[src/rtl/pfc_pkg.sv]
`timescale 1ns / 1ps
// ----------------------------------------------------------------------------
// pfc_pkg
// Shared types, constants and small table functions for the 5x5 digraph
// cipher: operation codes, queue command format, square geometry helpers.
// ----------------------------------------------------------------------------
package pfc_pkg;

    localparam int LETTER_W    = 5;
    localparam int OP_W        = 3;
    localparam int SIDE        = 5;
    localparam int CELLS       = SIDE * SIDE;
    localparam int LETTERS     = 26;
    localparam int QUEUE_DEPTH_DEF = 4;

    localparam logic [LETTER_W-1:0] CODE_I = 5'd8;
    localparam logic [LETTER_W-1:0] CODE_J = 5'd9;
    localparam logic [LETTER_W-1:0] CODE_X = 5'd23;

    typedef enum logic [OP_W-1:0] {
        OP_KEY     = 3'd0,
        OP_END_KEY = 3'd1,
        OP_ENCRYPT = 3'd2,
        OP_DECRYPT = 3'd3,
        OP_END_MSG = 3'd4
    } op_t;

    typedef enum logic [1:0] {
        CMD_KEY,
        CMD_FILL,
        CMD_PAIR
    } cmd_kind_t;

    typedef struct packed {
        cmd_kind_t             kind;
        logic [LETTER_W-1:0]   a;
        logic [LETTER_W-1:0]   b;
        logic                  decrypt;
    } cmd_t;

    typedef enum logic [2:0] {
        BK_IDLE,
        BK_FILL,
        BK_POS,
        BK_SQ,
        BK_OUT0,
        BK_OUT1
    } back_state_t;

    // n-th letter of the 25-letter alphabet (J left out)
    function automatic logic [LETTER_W-1:0] alpha_code(input logic [LETTER_W-1:0] idx);
        alpha_code = (idx < CODE_J) ? idx : idx + 5'd1;
    endfunction

    function automatic logic [2:0] row_of(input logic [LETTER_W-1:0] pos);
        priority if (pos >= 5'd20) row_of = 3'd4;
        else if (pos >= 5'd15)     row_of = 3'd3;
        else if (pos >= 5'd10)     row_of = 3'd2;
        else if (pos >= 5'd5)      row_of = 3'd1;
        else                       row_of = 3'd0;
    endfunction

    function automatic logic [2:0] col_of(input logic [LETTER_W-1:0] pos);
        logic [2:0]          r;
        logic [LETTER_W-1:0] base;
        r      = row_of(pos);
        base   = {r, 2'b00} + {2'b00, r};
        col_of = 3'(pos - base);
    endfunction

    // +1 mod 5 to encipher, -1 mod 5 to decipher
    function automatic logic [2:0] step5(input logic [2:0] v, input logic dec);
        if (dec) step5 = (v == 3'd0) ? 3'd4 : v - 3'd1;
        else     step5 = (v == 3'd4) ? 3'd0 : v + 3'd1;
    endfunction

    function automatic logic [LETTER_W-1:0] cell_of(input logic [2:0] r, input logic [2:0] c);
        cell_of = {r, 2'b00} + {2'b00, r} + {2'b00, c};
    endfunction

endpackage

[src/rtl/playfair_digraph_cipher_top.sv]
`timescale 1ns / 1ps
// ----------------------------------------------------------------------------
// playfair_digraph_cipher_top
// 5x5 digraph cipher: key square build, pair encipher and decipher.
//
//   channel   ports                          beat contents
//   input     s_valid s_ready                s_operation, s_letter
//   result    m_valid m_ready                m_out_letter, m_last
//
// Front section takes one input beat per cycle while the command queue
// (QUEUE_DEPTH entries) has room. The back section places a key letter as
// it is popped, fills the square from the 25-letter alphabet on end of key,
// and runs position and square RAM lookups plus two result beats on a pair.
// Reset (aresetn low, synchronous) empties the square and drops a held letter.
// A stalled result beat holds the back section; the queue keeps filling.
// ----------------------------------------------------------------------------
module playfair_digraph_cipher_top
    import pfc_pkg::*;
#(
    parameter int QUEUE_DEPTH = QUEUE_DEPTH_DEF
) (
    input  logic                aclk,
    input  logic                aresetn,
    input  logic                s_valid,
    output logic                s_ready,
    input  logic [OP_W-1:0]     s_operation,
    input  logic [LETTER_W-1:0] s_letter,
    output logic                m_valid,
    input  logic                m_ready,
    output logic [LETTER_W-1:0] m_out_letter,
    output logic                m_last
);

    logic push, q_full, q_pop, q_valid;
    cmd_t push_cmd, q_head;

    pfc_front u_front (
        .aclk        (aclk),
        .aresetn     (aresetn),
        .s_valid     (s_valid),
        .s_ready     (s_ready),
        .s_operation (s_operation),
        .s_letter    (s_letter),
        .q_full      (q_full),
        .push        (push),
        .push_cmd    (push_cmd)
    );

    pfc_queue #(.DEPTH(QUEUE_DEPTH)) u_queue (
        .aclk      (aclk),
        .aresetn   (aresetn),
        .push      (push),
        .push_cmd  (push_cmd),
        .full      (q_full),
        .pop       (q_pop),
        .not_empty (q_valid),
        .head      (q_head)
    );

    pfc_back u_back (
        .aclk         (aclk),
        .aresetn      (aresetn),
        .q_valid      (q_valid),
        .q_head       (q_head),
        .q_pop        (q_pop),
        .m_valid      (m_valid),
        .m_ready      (m_ready),
        .m_out_letter (m_out_letter),
        .m_last       (m_last)
    );

endmodule

[src/rtl/pfc_ram.sv]
`timescale 1ns / 1ps
// ----------------------------------------------------------------------------
// pfc_ram
// Generic RAM: one write port, two read ports, registered read data.
// ----------------------------------------------------------------------------
module pfc_ram #(
    parameter int WIDTH = 5,
    parameter int DEPTH = 25,
    localparam int AW   = $clog2(DEPTH)
) (
    input  logic             aclk,
    input  logic             we,
    input  logic [AW-1:0]    waddr,
    input  logic [WIDTH-1:0] wdata,
    input  logic [AW-1:0]    raddr_a,
    input  logic [AW-1:0]    raddr_b,
    output logic [WIDTH-1:0] rdata_a,
    output logic [WIDTH-1:0] rdata_b
);

    logic [WIDTH-1:0] mem_reg [DEPTH];

    always_ff @(posedge aclk) begin
        if (we) begin
            mem_reg[waddr] <= wdata;
        end
        rdata_a <= mem_reg[raddr_a];
        rdata_b <= mem_reg[raddr_b];
    end

endmodule

[src/rtl/pfc_front.sv]
`timescale 1ns / 1ps
// ----------------------------------------------------------------------------
// pfc_front
// Accepts input beats, folds J into I, drops malformed items and forms
// letter pairs (with X filler) before handing commands to the queue.
// ----------------------------------------------------------------------------
module pfc_front
    import pfc_pkg::*;
(
    input  logic                aclk,
    input  logic                aresetn,
    input  logic                s_valid,
    output logic                s_ready,
    input  logic [OP_W-1:0]     s_operation,
    input  logic [LETTER_W-1:0] s_letter,
    input  logic                q_full,
    output logic                push,
    output cmd_t                push_cmd
);

    logic [LETTER_W-1:0] held_letter_reg, held_letter_next;
    logic                held_valid_reg,  held_valid_next;
    logic [LETTER_W-1:0] code;
    logic                code_ok;
    logic                accept;

    assign s_ready = !q_full;
    assign accept  = s_valid && s_ready;
    assign code    = (s_letter == CODE_J) ? CODE_I : s_letter;
    assign code_ok = code < LETTER_W'(LETTERS);

    always_comb begin
        held_letter_next = held_letter_reg;
        held_valid_next  = held_valid_reg;
        push             = 1'b0;
        push_cmd.kind    = CMD_PAIR;
        push_cmd.a       = held_letter_reg;
        push_cmd.b       = code;
        push_cmd.decrypt = 1'b0;
        if (accept) begin
            unique case (op_t'(s_operation))
                OP_KEY: begin
                    push          = code_ok;
                    push_cmd.kind = CMD_KEY;
                    push_cmd.a    = code;
                end
                OP_END_KEY: begin
                    push          = 1'b1;
                    push_cmd.kind = CMD_FILL;
                end
                OP_ENCRYPT: begin
                    if (code_ok) begin
                        if (!held_valid_reg) begin
                            held_letter_next = code;
                            held_valid_next  = 1'b1;
                        end else if (held_letter_reg == code) begin
                            // doubled letter: pad with X, keep the new one pending
                            push       = 1'b1;
                            push_cmd.b = CODE_X;
                        end else begin
                            push            = 1'b1;
                            held_valid_next = 1'b0;
                        end
                    end
                end
                OP_DECRYPT: begin
                    if (code_ok) begin
                        if (!held_valid_reg) begin
                            held_letter_next = code;
                            held_valid_next  = 1'b1;
                        end else begin
                            push             = 1'b1;
                            push_cmd.decrypt = 1'b1;
                            held_valid_next  = 1'b0;
                        end
                    end
                end
                OP_END_MSG: begin
                    if (held_valid_reg) begin
                        push            = 1'b1;
                        push_cmd.b      = CODE_X;
                        held_valid_next = 1'b0;
                    end
                end
                default: ;
            endcase
        end
    end

    always_ff @(posedge aclk) begin
        if (!aresetn) begin
            held_letter_reg <= '0;
            held_valid_reg  <= 1'b0;
        end else begin
            held_letter_reg <= held_letter_next;
            held_valid_reg  <= held_valid_next;
        end
    end

endmodule

[src/rtl/pfc_queue.sv]
`timescale 1ns / 1ps
// ----------------------------------------------------------------------------
// pfc_queue
// Small command FIFO between the front and back sections.
// ----------------------------------------------------------------------------
module pfc_queue
    import pfc_pkg::*;
#(
    parameter int DEPTH = QUEUE_DEPTH_DEF,
    localparam int PW   = (DEPTH > 1) ? $clog2(DEPTH) : 1,
    localparam int CW   = $clog2(DEPTH + 1)
) (
    input  logic aclk,
    input  logic aresetn,
    input  logic push,
    input  cmd_t push_cmd,
    output logic full,
    input  logic pop,
    output logic not_empty,
    output cmd_t head
);

    cmd_t          mem_reg [DEPTH];
    logic [PW-1:0] wr_ptr_reg, wr_ptr_next;
    logic [PW-1:0] rd_ptr_reg, rd_ptr_next;
    logic [CW-1:0] count_reg,  count_next;
    logic          do_push, do_pop;

    assign full      = count_reg == CW'(DEPTH);
    assign not_empty = count_reg != '0;
    assign head      = mem_reg[rd_ptr_reg];
    assign do_push   = push && !full;
    assign do_pop    = pop && not_empty;

    always_comb begin
        wr_ptr_next = wr_ptr_reg;
        rd_ptr_next = rd_ptr_reg;
        count_next  = count_reg;
        if (do_push) begin
            wr_ptr_next = (wr_ptr_reg == PW'(DEPTH - 1)) ? '0 : wr_ptr_reg + PW'(1);
        end
        if (do_pop) begin
            rd_ptr_next = (rd_ptr_reg == PW'(DEPTH - 1)) ? '0 : rd_ptr_reg + PW'(1);
        end
        unique case ({do_push, do_pop})
            2'b10:   count_next = count_reg + CW'(1);
            2'b01:   count_next = count_reg - CW'(1);
            default: count_next = count_reg;
        endcase
    end

    always_ff @(posedge aclk) begin
        if (do_push) begin
            mem_reg[wr_ptr_reg] <= push_cmd;
        end
    end

    always_ff @(posedge aclk) begin
        if (!aresetn) begin
            wr_ptr_reg <= '0;
            rd_ptr_reg <= '0;
            count_reg  <= '0;
        end else begin
            wr_ptr_reg <= wr_ptr_next;
            rd_ptr_reg <= rd_ptr_next;
            count_reg  <= count_next;
        end
    end

endmodule

[src/rtl/pfc_back.sv]
`timescale 1ns / 1ps
// ----------------------------------------------------------------------------
// pfc_back
// Executes queued commands: builds the key square, completes it with the
// unused alphabet, and enciphers or deciphers letter pairs.
// ----------------------------------------------------------------------------
module pfc_back
    import pfc_pkg::*;
(
    input  logic                aclk,
    input  logic                aresetn,
    input  logic                q_valid,
    input  cmd_t                q_head,
    output logic                q_pop,
    output logic                m_valid,
    input  logic                m_ready,
    output logic [LETTER_W-1:0] m_out_letter,
    output logic                m_last
);

    back_state_t state_reg, state_next;

    logic [LETTERS-1:0]  used_reg,      used_next;
    logic [LETTER_W-1:0] fill_count_reg, fill_count_next;
    logic [LETTER_W-1:0] fill_idx_reg,  fill_idx_next;
    logic                used_a_reg, used_b_reg;
    logic                dec_reg;
    logic                oa_ok_reg, ob_ok_reg;
    logic [LETTER_W-1:0] out_a_reg, out_b_reg;

    logic                place_en, do_place;
    logic [LETTER_W-1:0] place_code;
    logic [LETTER_W-1:0] pos_rd_a, pos_rd_b;
    logic [LETTER_W-1:0] sq_rd_a, sq_rd_b;
    logic [LETTER_W-1:0] pa, pb, oa, ob;
    logic [2:0]          ra, ca, rb, cb;

    // ---- next state ----
    always_comb begin
        state_next = state_reg;
        unique case (state_reg)
            BK_IDLE: begin
                if (q_valid) begin
                    unique case (q_head.kind)
                        CMD_FILL: state_next = BK_FILL;
                        CMD_PAIR: state_next = BK_POS;
                        default:  state_next = BK_IDLE;
                    endcase
                end
            end
            BK_FILL: if (fill_idx_reg == LETTER_W'(CELLS - 1)) state_next = BK_IDLE;
            BK_POS:  state_next = BK_SQ;
            BK_SQ:   state_next = BK_OUT0;
            BK_OUT0: if (m_ready) state_next = BK_OUT1;
            BK_OUT1: if (m_ready) state_next = BK_IDLE;
            default: state_next = BK_IDLE;
        endcase
    end

    // ---- outputs ----
    always_comb begin
        q_pop        = (state_reg == BK_IDLE) && q_valid;
        m_valid      = (state_reg == BK_OUT0) || (state_reg == BK_OUT1);
        m_last       = state_reg == BK_OUT1;
        m_out_letter = (state_reg == BK_OUT1) ? out_b_reg : out_a_reg;
        place_en     = (state_reg == BK_FILL) ||
                       (q_pop && q_head.kind == CMD_KEY);
        place_code   = (state_reg == BK_FILL) ? alpha_code(fill_idx_reg) : q_head.a;
    end

    assign do_place = place_en && (fill_count_reg < LETTER_W'(CELLS)) &&
                      !used_reg[place_code];

    always_comb begin
        fill_count_next = fill_count_reg + LETTER_W'(do_place);
        fill_idx_next   = (state_reg == BK_FILL) ? fill_idx_reg + LETTER_W'(1) : '0;
        for (int i = 0; i < LETTERS; i++) begin
            used_next[i] = used_reg[i] || (do_place && place_code == LETTER_W'(i));
        end
    end

    // ---- pair geometry (letters never placed sit at cell 0) ----
    always_comb begin
        pa = used_a_reg ? pos_rd_a : '0;
        pb = used_b_reg ? pos_rd_b : '0;
        ra = row_of(pa);
        ca = col_of(pa);
        rb = row_of(pb);
        cb = col_of(pb);
        if (ra == rb) begin
            oa = cell_of(ra, step5(ca, dec_reg));
            ob = cell_of(rb, step5(cb, dec_reg));
        end else if (ca == cb) begin
            oa = cell_of(step5(ra, dec_reg), ca);
            ob = cell_of(step5(rb, dec_reg), cb);
        end else begin
            oa = cell_of(ra, cb);
            ob = cell_of(rb, ca);
        end
    end

    pfc_ram #(.WIDTH(LETTER_W), .DEPTH(LETTERS)) u_pos_ram (
        .aclk    (aclk),
        .we      (do_place),
        .waddr   (place_code),
        .wdata   (fill_count_reg),
        .raddr_a (q_head.a),
        .raddr_b (q_head.b),
        .rdata_a (pos_rd_a),
        .rdata_b (pos_rd_b)
    );

    pfc_ram #(.WIDTH(LETTER_W), .DEPTH(CELLS)) u_square_ram (
        .aclk    (aclk),
        .we      (do_place),
        .waddr   (fill_count_reg),
        .wdata   (place_code),
        .raddr_a (oa),
        .raddr_b (ob),
        .rdata_a (sq_rd_a),
        .rdata_b (sq_rd_b)
    );

    always_ff @(posedge aclk) begin
        if (q_pop) begin
            used_a_reg <= used_reg[q_head.a];
            used_b_reg <= used_reg[q_head.b];
            dec_reg    <= q_head.decrypt;
        end
        if (state_reg == BK_POS) begin
            // cells past the fill point read as A
            oa_ok_reg <= oa < fill_count_reg;
            ob_ok_reg <= ob < fill_count_reg;
        end
        if (state_reg == BK_SQ) begin
            out_a_reg <= oa_ok_reg ? sq_rd_a : '0;
            out_b_reg <= ob_ok_reg ? sq_rd_b : '0;
        end
    end

    always_ff @(posedge aclk) begin
        if (!aresetn) begin
            state_reg      <= BK_IDLE;
            used_reg       <= '0;
            fill_count_reg <= '0;
            fill_idx_reg   <= '0;
        end else begin
            state_reg      <= state_next;
            used_reg       <= used_next;
            fill_count_reg <= fill_count_next;
            fill_idx_reg   <= fill_idx_next;
        end
    end

endmodule

[config.mk]
export PLATFORM = sky130hd
export DESIGN_NAME = playfair_digraph_cipher_top
export DESIGN_NICKNAME = d
export VERILOG_FILES = /design/src/rtl/pfc_pkg.sv /design/src/rtl/playfair_digraph_cipher_top.sv /design/src/rtl/pfc_ram.sv /design/src/rtl/pfc_front.sv /design/src/rtl/pfc_queue.sv /design/src/rtl/pfc_back.sv
export SDC_FILE = /design/constraint.sdc
export NUM_CORES = 1
export LEC_CHECK = 0
export BUFFER_PORTS_ARGS = -buffer_cell sky130_fd_sc_hd__buf_2
export CAP_MARGIN = 30
export CORE_MARGIN = 2
export CORE_UTILIZATION = 42
export CTS_CLUSTER_DIAMETER = 60
export DETAILED_ROUTE_END_ITERATION = 12
export PLACE_DENSITY = 0.6
export SYNTH_ARGS = -nofsm -noshare
export SYNTH_HDL_FRONTEND = slang
export SYNTH_SLANG_ARGS = --single-unit
export TNS_END_PERCENT = 20
[constraint.sdc]
create_clock -name aclk -period 9.5 [get_ports aclk]
set_input_delay 1.9 -clock aclk [delete_from_list [all_inputs] [get_ports aclk]]
set_output_delay 1.9 -clock aclk [all_outputs]
set_load 0.05 [all_outputs]
==> reports/results.ini, run 1 <==
[clock_network]
clock_tree.buffer_depth=3
cts_htree_levels=2
holdBufCountCts=0
numCtsBuffers=45
clkLatencyLatePin_ns=0.60
cts.sinks=396
cts-root-buf=clkbuf_16
cts_tree=done
post_cts_buffers=0
path_clk_slew_ns=0.07
cts-resized-gates=0

[cells_and_area]
syn2layout_area_growth_pct=10.25
regArea_sq_um=11150
layout-drive-gt1-share=0.1586
fillCellCount=4221
layout_common_cells=edfxtp_1 (322), nand2_1 (192), a21oi_1 (104)
multi_input_area_sq_um=8677
largest_reg_flops=130
n_antenna_cell=0
final_common_cell=edfxtp_1
nNetsFinal=1687

[min_path]
holdCritStartpoint=u_back.used_reg[24]$_SDFF_PN0_
min_path_type=flip-flop to flip-flop

[timing]
fmax_mhz=169.9
slew_violations=0
min_period_ns=5.885
tns_ns=0
hold_viol_final=0
relSlewSlack=0.3187
period_share=0.6194
finalSetupViolations=0
grt_setup_unrepaired=no
worst_slew_pin_slew_ns=1.014
finClkSkew_ns=0.02594

[setup_path]
worstSetupEndpointType=flip-flop
start_kind=flip-flop
crit_type=flip-flop to flip-flop
r2r_start=u_back.u_pos_ram.rdata_a[3]$_DFF_P_
crit_path_start=u_back.u_pos_ram.rdata_a[3]$_DFF_P_
worstPathRequired_ns=9.91
worstPathArrival_ns=6.29
crit_fanout=23

[logic_synthesis]
synthFlopType=edfxtp_1
postSynthCellCount=1613
yosysUniqueCellTypes=72
yosys.area.top_type=edfxtp_1
syn_area_sq_um=20450
yosysSeqAreaShare=0.5452
synthArstFlopShare=0
synth_edf_count=322
ys_ff_latch=396
synth_warnings=0
yosys.area.top_type_share=0.4727
syn-num-nets=1689
syn_avg_cell_area_sq_um=12.68
synth.top_cells.by_area=edfxtp_1 (47%), mux4_2 (11%), dfxtp_1 (7.2%)

[global_routing]
met2_usage=0.3325
grt_start_max_net_pins=62
gr-usage-met1=0.2889
grt_pass1_wl_microns=79080
grt.busiest_layer=met2
grt-ovfl-total=0
antenna_found_initial=0
grt_util_met3=0.02848
grtUsageTotal=0.2071
grt_pass1_vias=13070

[flow_run]
max_cap_violations=0

[routing]
viasPerCell=5.925
drt_pass1_iterations=5
drt_iter0_markers=1184
wl_per_cell_microns=23.04
via_count=13400
ant_nets=0
drt_wl_total_microns=52100
drc=0

[floorplanning]
ios=20
die_w_microns=224.7
std_cell_rows=80
dieArea_sq_um=50480
design.core.area_sq_um=47950
die_height_microns=224.7
initial_core_util=0.4266

[placement]
dpl.hpwl_microns=35380
io_buffer_count=19
gp_congestion=0.9113

[run_status]
outcome=complete, no violations

-- kinds of logic (layout without fill, tap and decap cells) --
logic type      after synthesis  after routing  synth area share
fa+ha+maj                    65             65           0.04368
flops                       396            396            0.5452
xor+xnor                     35             35           0.01572
simple gates                481            481            0.1133
mux                         179            179            0.1490
buf+inv                     142            175           0.03114
compound gates              315            315            0.1020
-- cells in the mapped netlist (all sizes together), types with 10 or more instances --
cell,instances
edfxtp,322
nand2,194
a21oi,107
mux4,98
nor2,95
dfxtp,74
mux2i,58
ha,53
inv,52
buf,47
clkbuf,43
nand3,42
o21a,36
o21ai,36
a22oi,35
nor2b,34
and2,30
mux2,23
nor3,22
nand4,20
xnor2,20
a32oi,19
a211oi,16
xor2,15
o22ai,12
fa,11
nor3b,10
-- layer usage --
| metal | routed length [microns] | up-vias |
|---|---|---|
| met2 | 24430 | 459 |
| met1 | 22950 | 6702 |
| met3 | 3116 | 94 |
| met4 | 1599 | 0 |
| li1 | - | 6142 |
| met5 | 0 | - |
-- metrics by stage --
stage	cell area [sq um]	instances	util	setup WS, ns	hold WS, ns
after global placement	21040	2177	0.4388	3.855	0.4522
after global routing	22550	2261	0.4703	3.093	0.4908
after detailed placement	21050	2178	0.4390	3.670	0.4596
final	22550	2261	0.4703	3.615	0.4745
after floorplan	20450	1613	-	4.650	0.4407
after CTS	22520	2260	0.4697	3.639	0.4749
-- critical path: stages, from the launching register on --
cell and delay, ns:
dfxtp_1 0.44, nor2b_1 0.17, o21ai_1 0.11, o311ai_2 0.39, inv_1 0.19, ha_1 0.24
fa_1 0.41, xor2_2 0.43, fa_1 0.52, fa_1 0.48, nor3_1 0.24, a21oi_1 0.07
mux2_2 0.49, inv_1 0.74, ha_1 0.37, o21ai_1 0.08, a21oi_1 0.08, a211oi_1 0.20
-- area by class of cell --
type / count / share of cell area
flip-flops and latches: 396 / 0.4945
multi-input cells: 1075 / 0.3848
clock buffers: 59 / 0.05682
well taps: 615 / 0.03412
repair buffers: 41 / 0.01260
inverters: 52 / 0.008656
clock inverters: 23 / 0.008490
-- final timing paths --
path                                     to  slack [ns]  cells after the start
max reg2reg      u_back.oa_ok_reg$_DFFE_PN_        3.62                     17
min          u_back.used_reg[24]$_SDFF_PN0_        0.47                      1
min reg2reg  u_back.used_reg[24]$_SDFF_PN0_        0.47                      1
max              u_back.oa_ok_reg$_DFFE_PN_        3.62                     17
Power of run 1 is not shown: default switching activity piles up to over one toggle a cycle in this logic, so the estimate is an artifact.
==> inputs of run 2 (changes only) <==
Settings changed: PLACE_DENSITY 0.6 to 0.62.
Clock period 9.5 ns to 5.1 ns, I/O delays scaled along.
==> run 2 against run 1 <==
Effect of this change:
- critical endpoint is now u_back.ob_ok_reg$_DFFE_PN_
- global-route usage up 0.39 points
- critical path depth up 6
- setup slack worse by 3.4 ns
- register-to-register slack worse by 3.4 ns
- wire length up 1.4%
- clock skew up 0.0042 ns
- worst hold slack about the same
- critical path type unchanged
==> reports/results.ini, run 2 (synthesis gave the netlist of run 1 again) <==
[global_routing]
antenna_found_initial=0
grt-ovfl-total=0
grt_pass1_vias=13530
grt_start_max_net_pins=62
grt_pass1_wl_microns=80760
grtUsageTotal=0.2109

[setup_path]
path_cells=buf_4, nor3b_1, o21a_1, a31o_2, nand2_1, inv_1, ha_1, fa_2, inv_1, ha_1, nor2_1, a21oi_1, mux2_2, fa_1, xor2_1, nand2_1, and2_4, buf_12, inv_2, ha_1, o21ai_0, a21oi_1, a211oi_1
worstSetupEndpointType=flip-flop
crit_path_top_delay_cell=fa_2
crit_fanout=21
crit_path_max_incr_delay_ns=0.58
worstPathArrival_ns=5.28
worstPathRequired_ns=5.49
start_kind=flip-flop
cp_num_buf_inv=5
cp_top_family=adder cells
critPathMostFrequentCell=ha_1
crit_type=flip-flop to flip-flop

[clock_network]
cts_htree_levels=2
cts-root-buf=clkbuf_16
path_clk_slew_ns=0.06
cts_tree=done
clkLatencyLatePin_ns=0.58
cts.sinks=396
numCtsBuffers=43
clock_tree.buffer_depth=3
holdBufCountCts=0

[timing]
finalSetupViolations=0
worst_slew_pin_slew_ns=0.9927
slew_violations=0
grt_setup_unrepaired=yes
min_period_ns=4.886
relSlewSlack=0.3375
hold_viol_final=0
finClkSkew_ns=0.03016
tns_ns=0
fmax_mhz=204.7
period_share=0.9579

[placement]
gp_congestion=0.9449
io_buffer_count=19
dpl.hpwl_microns=36240

[min_path]
min_path_type=flip-flop to flip-flop

[cells_and_area]
final_util=0.4789
n_antenna_cell=0
final_common_cell=edfxtp_1
nNetsFinal=1723
layout-drive-gt1-share=0.1851
layout_common_cells=edfxtp_1 (322), nand2_1 (190), a21oi_1 (104)
syn2layout_area_growth_pct=12.25
largest_reg_flops=130

[routing]
ant_nets=0
wl_per_cell_microns=23.01
drt_pass1_iterations=5
viasPerCell=5.938
via_count=13630
drt_iter0_markers=1353
drt_wl_total_microns=52810
drc=0

[flow_run]
max_cap_violations=0

[floorplanning]
ios=20
dieArea_sq_um=50480
initial_core_util=0.4266
std_cell_rows=80
die_height_microns=224.7
die_w_microns=224.7
design.core.area_sq_um=47950

[run_status]
outcome=complete, no violations

[run 2: changes by cell type in the layout (fill, tap and decap cells not counted), moves of 3 or more]
| cell | before | now |
|---|---|---|
| o22ai_1 | 12 | 8 |
| bufinv_16 | 1 | 6 |
| buf_4 | 20 | 54 |
| clkinv_1 | 3 | 9 |
| clkinv_2 | 12 | 6 |
| clkbuf_8 | 6 | 1 |
| buf_12 | 0 | 5 |
| clkbuf_16 | 47 | 44 |
[run 2: final timing paths]
kind                                    endpoint  depth (start not counted)                           startpoint  slack (ns)
setup / recovery      u_back.ob_ok_reg$_DFFE_PN_                         23  u_back.u_pos_ram.rdata_b[3]$_DFF_P_        0.21
hold / removal    u_back.used_reg[24]$_SDFF_PN0_                          1       u_back.used_reg[24]$_SDFF_PN0_        0.47
setup reg to reg      u_back.ob_ok_reg$_DFFE_PN_                         23  u_back.u_pos_ram.rdata_b[3]$_DFF_P_        0.21
hold reg to reg   u_back.used_reg[24]$_SDFF_PN0_                          1       u_back.used_reg[24]$_SDFF_PN0_        0.47
[run 2: final cells by class]
type                    instances  area, sq um
well taps                     615        769.5
multi-input cells            1075         8787
fillers                      4176        24990
inverters                      52        195.2
clock buffers                  51         1116
flip-flops and latches        396        11150
clock inverters                27        314.1
repair buffers                 79        625.6
[run 2: layer usage]
metal	up-vias	wire length (microns)	track usage
met3	109	3481	0.03867
met5	-	0	0
met4	0	1885	0.07477
met1	6771	22720	0.2876
met2	525	24720	0.3395
li1	6222	-	-
[run 2: metrics by stage]
step	std cells	worst slack [ns]	cell area, sq um	hold slack [ns]
4_1_cts	2293	-0.008114	22830	0.4750
6_report	2295	0.2145	22960	0.4742
3_5_place_dp	2215	0.01275	21390	0.4596
5_1_grt	2295	-0.03882	22960	0.4873
2_1_floorplan	1613	0.2498	20450	0.4407
3_3_place_gp	2215	0.1387	21390	0.4512
[run 2: timing repair]
item / 4_1_cts / 5_1_grt
cloned: 0 / 1
resized for setup: 2 / 29
setup buffers: 0 / 1
pin swaps: 0 / 4
endpoints found under the setup margin: 1 / 12
Power of run 2 is left out for the same reason.
==> inputs of run 3 (changes only) <==
Settings changed: CORE_UTILIZATION 42 to 47, PLACE_DENSITY 0.62 to 0.68.
==> run 3 against run 2 <==
Effect of this change:
- cell area shrank 0.28%
- flip-flop and latch count unchanged
- via count up 0.14%
- first-iteration DRC count grew 7.8%
- final cell count shrank 1.1%
- critical endpoint is now u_back.u_square_ram.rdata_b[2]$_DFF_P_
==> reports/results.ini, run 3 (synthesis gave the netlist of run 1 again) <==
[timing]
finClkSkew_ns=0.04273
finalSetupViolations=0
period_share=0.9546
min_period_ns=4.869
slew_violations=0
hold_viol_final=0
worst_slew_pin_slew_ns=0.9264
fmax_mhz=205.4
relSlewSlack=0.3824

[setup_path]
worstSetupEndpointType=flip-flop
r2r_start=u_back.u_pos_ram.rdata_b[3]$_DFF_P_
r2r_cells=21
worstPathArrival_ns=5.33
start_kind=flip-flop
reg2reg_to=u_back.u_square_ram.rdata_b[2]$_DFF_P_
reg2reg_slack_ns=0.23
crit_path_max_incr_delay_ns=0.61
crit_fanout=8
path_cells=buf_4, nor3b_1, o21a_1, a31o_2, nand2_1, inv_1, ha_1, fa_2, xor2_2, fa_1, inv_1, ha_1, a21o_1, a21oi_1, xnor2_1, or3_1, a32o_2, inv_2, nand2_1, o22ai_1, nor4_2
crit_type=flip-flop to flip-flop
crit_path_top_delay_cell=fa_1
worstPathRequired_ns=5.56

[global_routing]
grtUsageTotal=0.2301
grt.busiest_layer=met2
grt_start_max_net_pins=50
met2_usage=0.3733
gr-usage-met1=0.3127
antenna_found_initial=0
grt-ovfl-total=0
grt_util_met3=0.04298
grt_pass1_wl_microns=78100
grt_pass1_vias=13260

[cells_and_area]
final_common_cell=edfxtp_1
n_antenna_cell=0
layout-drive-gt1-share=0.1840
syn2layout_area_growth_pct=11.94
layout_common_cells=edfxtp_1 (322), nand2_1 (192), a21oi_1 (104)
largest_reg_flops=130
nNetsFinal=1727
fin_area_sq_um=22890
fin_cells=2270

[routing]
ant_nets=0
drt_iter0_markers=1458
wl_per_cell_microns=22.68
viasPerCell=6.011
drt_wl_total_microns=51480
via_count=13650
drc=0
drt_pass1_iterations=8

[placement]
io_buffer_count=19
place_inst=2187
gp_congestion=0.9818
dpl.hpwl_microns=35740
placed_cell_area_sq_um=21360

[clock_network]
clock_tree.buffer_depth=3
clkLatencyLatePin_ns=0.59
cts_tree=done
cts-root-buf=clkbuf_16
cts_htree_levels=2
numCtsBuffers=44
cts.sinks=396
path_clk_slew_ns=0.06
holdBufCountCts=0

[min_path]
min_path_type=flip-flop to flip-flop
min_to=u_back.used_reg[24]$_SDFF_PN0_
holdPathStages=1
holdCritStartpoint=u_back.used_reg[24]$_SDFF_PN0_

[floorplanning]
design.core.area_sq_um=42980
dieArea_sq_um=45200
initial_core_util=0.4759
die_w_microns=212.6
std_cell_rows=76
ios=20
die_height_microns=212.6

[flow_run]
max_cap_violations=0

[run_status]
outcome=complete, no violations

==> run 3: layer usage <==
layer  wire length, microns  share of wire
met2                  24420           0.47
met1                  21700           0.42
met3                   3592          0.070
met5                      0              0
met4                   1758          0.034
==> run 3: final cells by class <==
cell class / count / area (sq um)
Timing Repair Buffer: 82 / 668.1
Inverter: 52 / 197.7
Fill cell: 3598 / 20090
Tap cell: 585 / 732.0
Multi-Input combinational cell: 1075 / 8746
Clock buffer: 49 / 1120
Sequential cell: 396 / 11150
Clock inverter: 31 / 277.8
==> run 3: through the flow <==
step | TNS [ns] | worst slack (ns) | util | hold slack [ns]
floorplan | 0 | 0.2498 | - | 0.4407
global placement | 0 | 0.1335 | 0.4970 | 0.4538
detailed placement | 0 | 0.06645 | 0.4970 | 0.4612
CTS | 0 | 0.03680 | 0.5295 | 0.4925
global route | -0.001481 | -0.001481 | 0.5327 | 0.5104
finish | 0 | 0.2313 | 0.5327 | 0.4928
==> run 3: worst max path at each step <==
stage                                                    from                                      to  slack, ns  cells past startpoint
after detailed placement  u_back.u_pos_ram.rdata_a[3]$_DFF_P_  u_back.u_square_ram.rdata_a[4]$_DFF_P_       0.07                     24
after floorplan           u_back.u_pos_ram.rdata_a[3]$_DFF_P_              u_back.oa_ok_reg$_DFFE_PN_       0.25                     22
after global placement    u_back.u_pos_ram.rdata_b[3]$_DFF_P_  u_back.u_square_ram.rdata_b[4]$_DFF_P_       0.13                     20
after global routing      u_back.u_pos_ram.rdata_b[3]$_DFF_P_              u_back.ob_ok_reg$_DFFE_PN_     -0.001                     22
after CTS                 u_back.u_pos_ram.rdata_b[3]$_DFF_P_  u_back.u_square_ram.rdata_b[4]$_DFF_P_       0.04                     21
final                     u_back.u_pos_ram.rdata_b[3]$_DFF_P_  u_back.u_square_ram.rdata_b[2]$_DFF_P_       0.23                     21
==> run 3: critical path, delay by kind of cell (launching register included) <==
kind	cells	cell delay, ns
buffers and inverters	4	0.41
adder cells (fa/ha/maj)	4	1.47
AO/OA/AOI/OAI	6	1.44
AND/OR/NAND/NOR	5	0.83
flip-flops	1	0.31
XOR/XNOR	2	0.29
==> run 3: what timing repair did <==
item                       CTS  global route
setup endpoints to repair    0            12
setup buffers                0             1
resized for setup            0            23
Power of run 3 is left out for the same reason.
